**config.mk**
```make
export PLATFORM = sky130hd
export DESIGN_NAME = gkm_ram
export DESIGN_NICKNAME = d
export VERILOG_FILES = /design/src/rtl/gkm_ram.sv
export SDC_FILE = /design/constraint.sdc
export NUM_CORES = 2
export LEC_CHECK = 0
export ABC_AREA = 0
export BUFFER_PORTS_ARGS = -buffer_cell sky130_fd_sc_hd__buf_2
export CAP_MARGIN = 15
export CORE_AREA = 5 5 803 805
export DETAILED_ROUTE_END_ITERATION = 10
export DIE_AREA = 0 0 808 810
export GPL_ROUTABILITY_DRIVEN = 1
export HOLD_SLACK_MARGIN = 0.03
export PLACE_DENSITY = 0.37
export SLEW_MARGIN = 20
export SYNTH_ARGS = -nofsm -noshare
export SYNTH_HDL_FRONTEND = slang
export SYNTH_SLANG_ARGS = --single-unit
```
**constraint.sdc**
```tcl
create_clock -name clk -period 2.3 [get_ports clk]
set_input_delay 0.115 -clock clk [delete_from_list [all_inputs] [get_ports clk]]
set_output_delay 0.115 -clock clk [all_outputs]
set_load 0.01 [all_outputs]
```
**src/rtl/gkm_ram.sv**
```systemverilog
// Generic single-write, single-read synchronous RAM with registered read data.
module gkm_ram #(
    parameter int WIDTH = 16,
    parameter int DEPTH = 256
) (
    input  logic                     clk,
    input  logic                     we,
    input  logic [$clog2(DEPTH)-1:0] waddr,
    input  logic [WIDTH-1:0]         wdata,
    input  logic [$clog2(DEPTH)-1:0] raddr,
    output logic [WIDTH-1:0]         rdata
);

    logic [WIDTH-1:0] mem [DEPTH];

    always_ff @(posedge clk)
    begin
        if (we)
        begin
            mem[waddr] <= wdata;
        end
        rdata <= mem[raddr];
    end

endmodule

```
; ---- Yosys cells after proc, flatten, opt, wreduce, memory -nomap -nowiden
; Memory sizes are Yosys's and may differ from the RTL's. A register that Yosys moved wholly into a read port is not among the register bits.
; Index checks and enable logic that the tools add are counted.
[word_totals]
ram_bits = 4096
input_bits = 34
register_bits = 0
n_memories = 1
word_cells = 3
out_inout_bits = 16
[classes]
muxes = 2
[mem_list]
columns = memory, words, word_bits, read_ports, rd_clocked_by_memory_dff, write_ports, line
row1 = mem, 256, 16, 1, 1, 1, 14  ; logic [WIDTH-1:0] mem [DEPTH];
[ops]
columns = cell, n
row1 = $mux W1, 2

; ---- Depth between registers and ports, before layout
[depth]
ltp_word = 2
mapped_depth = 12
mapped_depth_nobuf = 6

; ---- Worst setup path before layout
; No wires, ideal clock.
[synth_timing]
kind = input to register
startpoint = input waddr[3]
endpoint = memory mem[235][0] (enable)
t_required_ns = 1.912
path_buffers = 3
arrival_time_ns = 1.892
setup_time_ns = 0.388
cell_stages = 6
slack_ns = 0.020
cell_sequence = clkbuf_1 > nor2b_1 > clkbuf_1 > nand4_1 > clkbuf_1 > nor2_1
[synth_rtl]
columns = item, line
row1 = "start, declared", 8  ; input logic [$clog2(DEPTH)-1:0] waddr,
row2 = "end, declared", 14
; No word-level cell before the write port.

==> metrics.yaml <==
status:
  status: "finished with violations"
  violations: "setup timing"
worst_setup_path:
  cp_slowest_cell: "mux4_2"
  r2r_start: "mem[58][2]"
  crit_top_cell: "mux4_2"
  crit_path_max_incr_delay_ns: 0.58
  critical_path_class: "reg -> reg"
  critPathMaxFanout: 1
  r2r_end: "rdata[2]"
  worst_ep_arrival_time_ns: 3.47
  cp_cell_sequence: "mux4_2, mux4_2, a22o_4, o32ai_4, nor4_4"
  cp-start-kind: "flop"
  rrSetupSlack_ns: -0.29
  crit_required_ns: 3.18
  rr_worst_depth: 5
  worstSetupEndpointType: "flop"
pwr:
  power_leakage_nw: 63.22
  p_total_w: 0.1650
  ir_drop_mv: 0.6476
  power-per-cell-area_nw_per_um2: 833.5
hold_path:
  holdCritStartpoint: "wdata[3]"
  min_to: "mem[49][3]"
  hp-class: "in -> reg"
  whs_path_depth: 2
synth:
  syn-num-nets: 7394
  synth_top_family_by_area: "multiplexers"
  ys_ff_latch: 4112
  netlist_instances: 7360
  syn-cell-area_um2: 158700
  synth-simple-area-share: 0.01574
  muxShareOfSynthArea: 0.1550
  synth_common_cells: "edfxtp_1, mux4_2, mux2i_1, nor2_1, o221ai_1"
  synth_edf_count: 4096
  synth_xor_area_frac: 0
  async_flop_share: 0
  synth_flop_cell: "edfxtp_1"
  avgSynthCellArea_um2: 21.56
  ys_seq_area_frac: 0.7770
  yosysMostFrequentCell: "edfxtp_1"
  yosysTopAreaCellShare: 0.7750
  synth_area_leaders: "edfxtp_1, mux4_2, mux2i_1, o221ai_1, nor2_1"
  synth-adder-area-share: 0
  synth_cell_types: 52
  yosys_warnings: 0
  synth_area_leader_cell: "edfxtp_1"
  synth-compound-area-share: 0.03537
cells_and_area:
  drive_above_1_share: 0.3457
  nets: 8777
  nFillCells: 61199
  seqCellArea_um2: 123300
  syn_to_final_growth_pct: 24.73
  fin_util: 0.3114
  multi_input_area_um2: 34060
floorplan:
  die_w_um: 808
  start_util: 0.2497
  core_area_um2: 635700
  row_count: 293
  io-pin-count: 50
  dieArea_um2: 654500
  die_h_um: 810
clocking:
  cts_buffers: 462
  cts-root-buf: "clkbuf_16"
  cts.sinks: 4112
  clk_path_buf_depth: 4
  clkLatencyLatePin_ns: 1.03
  path_clk_slew_ns: 0.06
  cts_tree: "done"
  htreeDepth: 5
  postCtsSetupBuffers: 0
detailed_routing:
  routed_wl_um: 527200
  wl_per_cell_um: 30.04
  final_antenna_net_count: 0
  viasPerCell: 4.613
  dr.pass1.iters: 6
  num_vias: 80967
  drc: 0
  drt_iter0_markers: 7052
sta:
  setup_viol: 10
  period_share: 1.127
  hold_viol_final: 0
  layout_setup_ws_ns: -0.2930
  fmax_mhz: 385.7
  finClkSkew_ns: 0.06391
  min_period_ns: 2.593
  rsz0062_at_grt: "yes"
  fin_hold_ws_ns: 0.1287
  final_max_slew_viol_count: 0
  tightest_slew_ns: 1.060
  relSlewSlack: 0.2934
global_routing:
  grt-ovfl-total: 0
  first_global_vias: 84181
  grt_max_degree: 101
  antenna_found_initial: 33
  grt_pass1_wl_um: 722300
  grt_usage: 0.1565
placement:
  dp_slack_ns: -1.471
  gp_routability_congestion: 0.8221
  port_buffers: 49
  dp.final_hpwl_um: 340500
flow_run:
  cap_violations: 0
cells by family (layout without fill, tap and decap cells):
| family | count (synthesis) | count (layout) |
|---|---|---|
| AO/OA/AOI/OAI | 786 | 786 |
| buffers and inverters | 456 | 2230 |
| flip-flops | 4112 | 4112 |
| multiplexers | 1450 | 1450 |
| other | 0 | 10 |
| AND/OR/NAND/NOR | 556 | 556 |
repair_timing:
item | in CTS | in global routing
resized for setup | 88 | 43
setup endpoints to repair | 18 | 16
hold buffers | 28 | 0
pin swaps | 26 | 29
endpoints found under the hold margin | 4582 | 0
through the flow:
step	setup TNS, ns	instances	cell area, um^2
finish	-1.374	17551	198000
CTS	-2.196	17545	197700
global placement	-178.40	16658	182200
detailed placement	-205.10	16663	182200
global route	-1.894	17542	197900
floorplan	0	7360	158700
power by group:
part / switching, W / total, W / internal, W
Clock: 0.0307 / 0.0721 / 0.0414
Combinational: 0.00617 / 0.0101 / 0.00393
Sequential: 0.000215 / 0.0828 / 0.0826
Total: 0.0371 / 0.165 / 0.128
cell type report:
cell class	count	area share
clock buffer	583	0.06150
inverter	4	0.0001391
sequential	4112	0.6230
antenna	10	0.0001264
tap	8407	0.05314
multi-input combinational	2792	0.1720
timing repair buffer	1371	0.07710
clock inverter	272	0.01300
how the worst max path moves through the flow:
stage / start / slack, ns / endpoint
2_1_floorplan: waddr[3] / 0.02 / mem[235][0]
3_3_place_gp: raddr[1] / -1.75 / rdata[9]
3_5_place_dp: raddr[0] / -1.47 / rdata[9]
4_1_cts: mem[54][13] / -0.38 / rdata[13]
5_1_grt: mem[55][2] / -0.34 / rdata[2]
6_report: mem[58][2] / -0.29 / rdata[2]
routing by layer:
metal / up-vias / track usage / wire [um]
li1: 34215 / - / -
met1: 44368 / 0.2185 / 239300
met2: 1796 / 0.2630 / 255400
met3: 588 / 0.01809 / 19960
met4: 0 / 0.03363 / 12580
met5: - / 0 / 0
layout by cell type (no fill, tap or decap), drive strengths merged, types with 3 or more instances in the layout:
cell type    Yosys  routed
mux4           797     797
and3            11      11
dlygate4sd3      0      28
a22oi           43      43
o22ai          148     148
diode            0      10
a211oi          18      18
nand4b           3       3
mux2            88      88
clkinvlp         0       9
clkinv           0     215
edfxtp        4096    4096
buf            222    1343
or2              5       5
nand2           38      38
o32ai           21      21
a22o            32      32
a21oi          175     175
nor3            92      92
o21ai           38      38
nor4            18      18
clkbuf         230     583
mux2i          565     565
a221oi          28      28
o221ai         253     253
nor2           304     304
nand2b           3       3
inv              4      17
a2111oi          6       6
a31oi            6       6
nor2b            9       9
bufinv           0      35
o31ai           16      16
dfxtp           16      16
nand4           26      26
nand3           35      35
worst max-delay path: cells and delay by family, from the launching register on:
family | cells | cell delay, ns
AOI/OAI and AO/OA | 2 | 0.91
and+or+nand+nor | 1 | 0.13
muxes | 2 | 1.06
DFF | 1 | 0.37
registers in the layout, summed over array words and instances, names as in the netlist:
signal and flops:
mem 4096, rdata 16
Note: power is estimated with default switching activity, not from simulation.
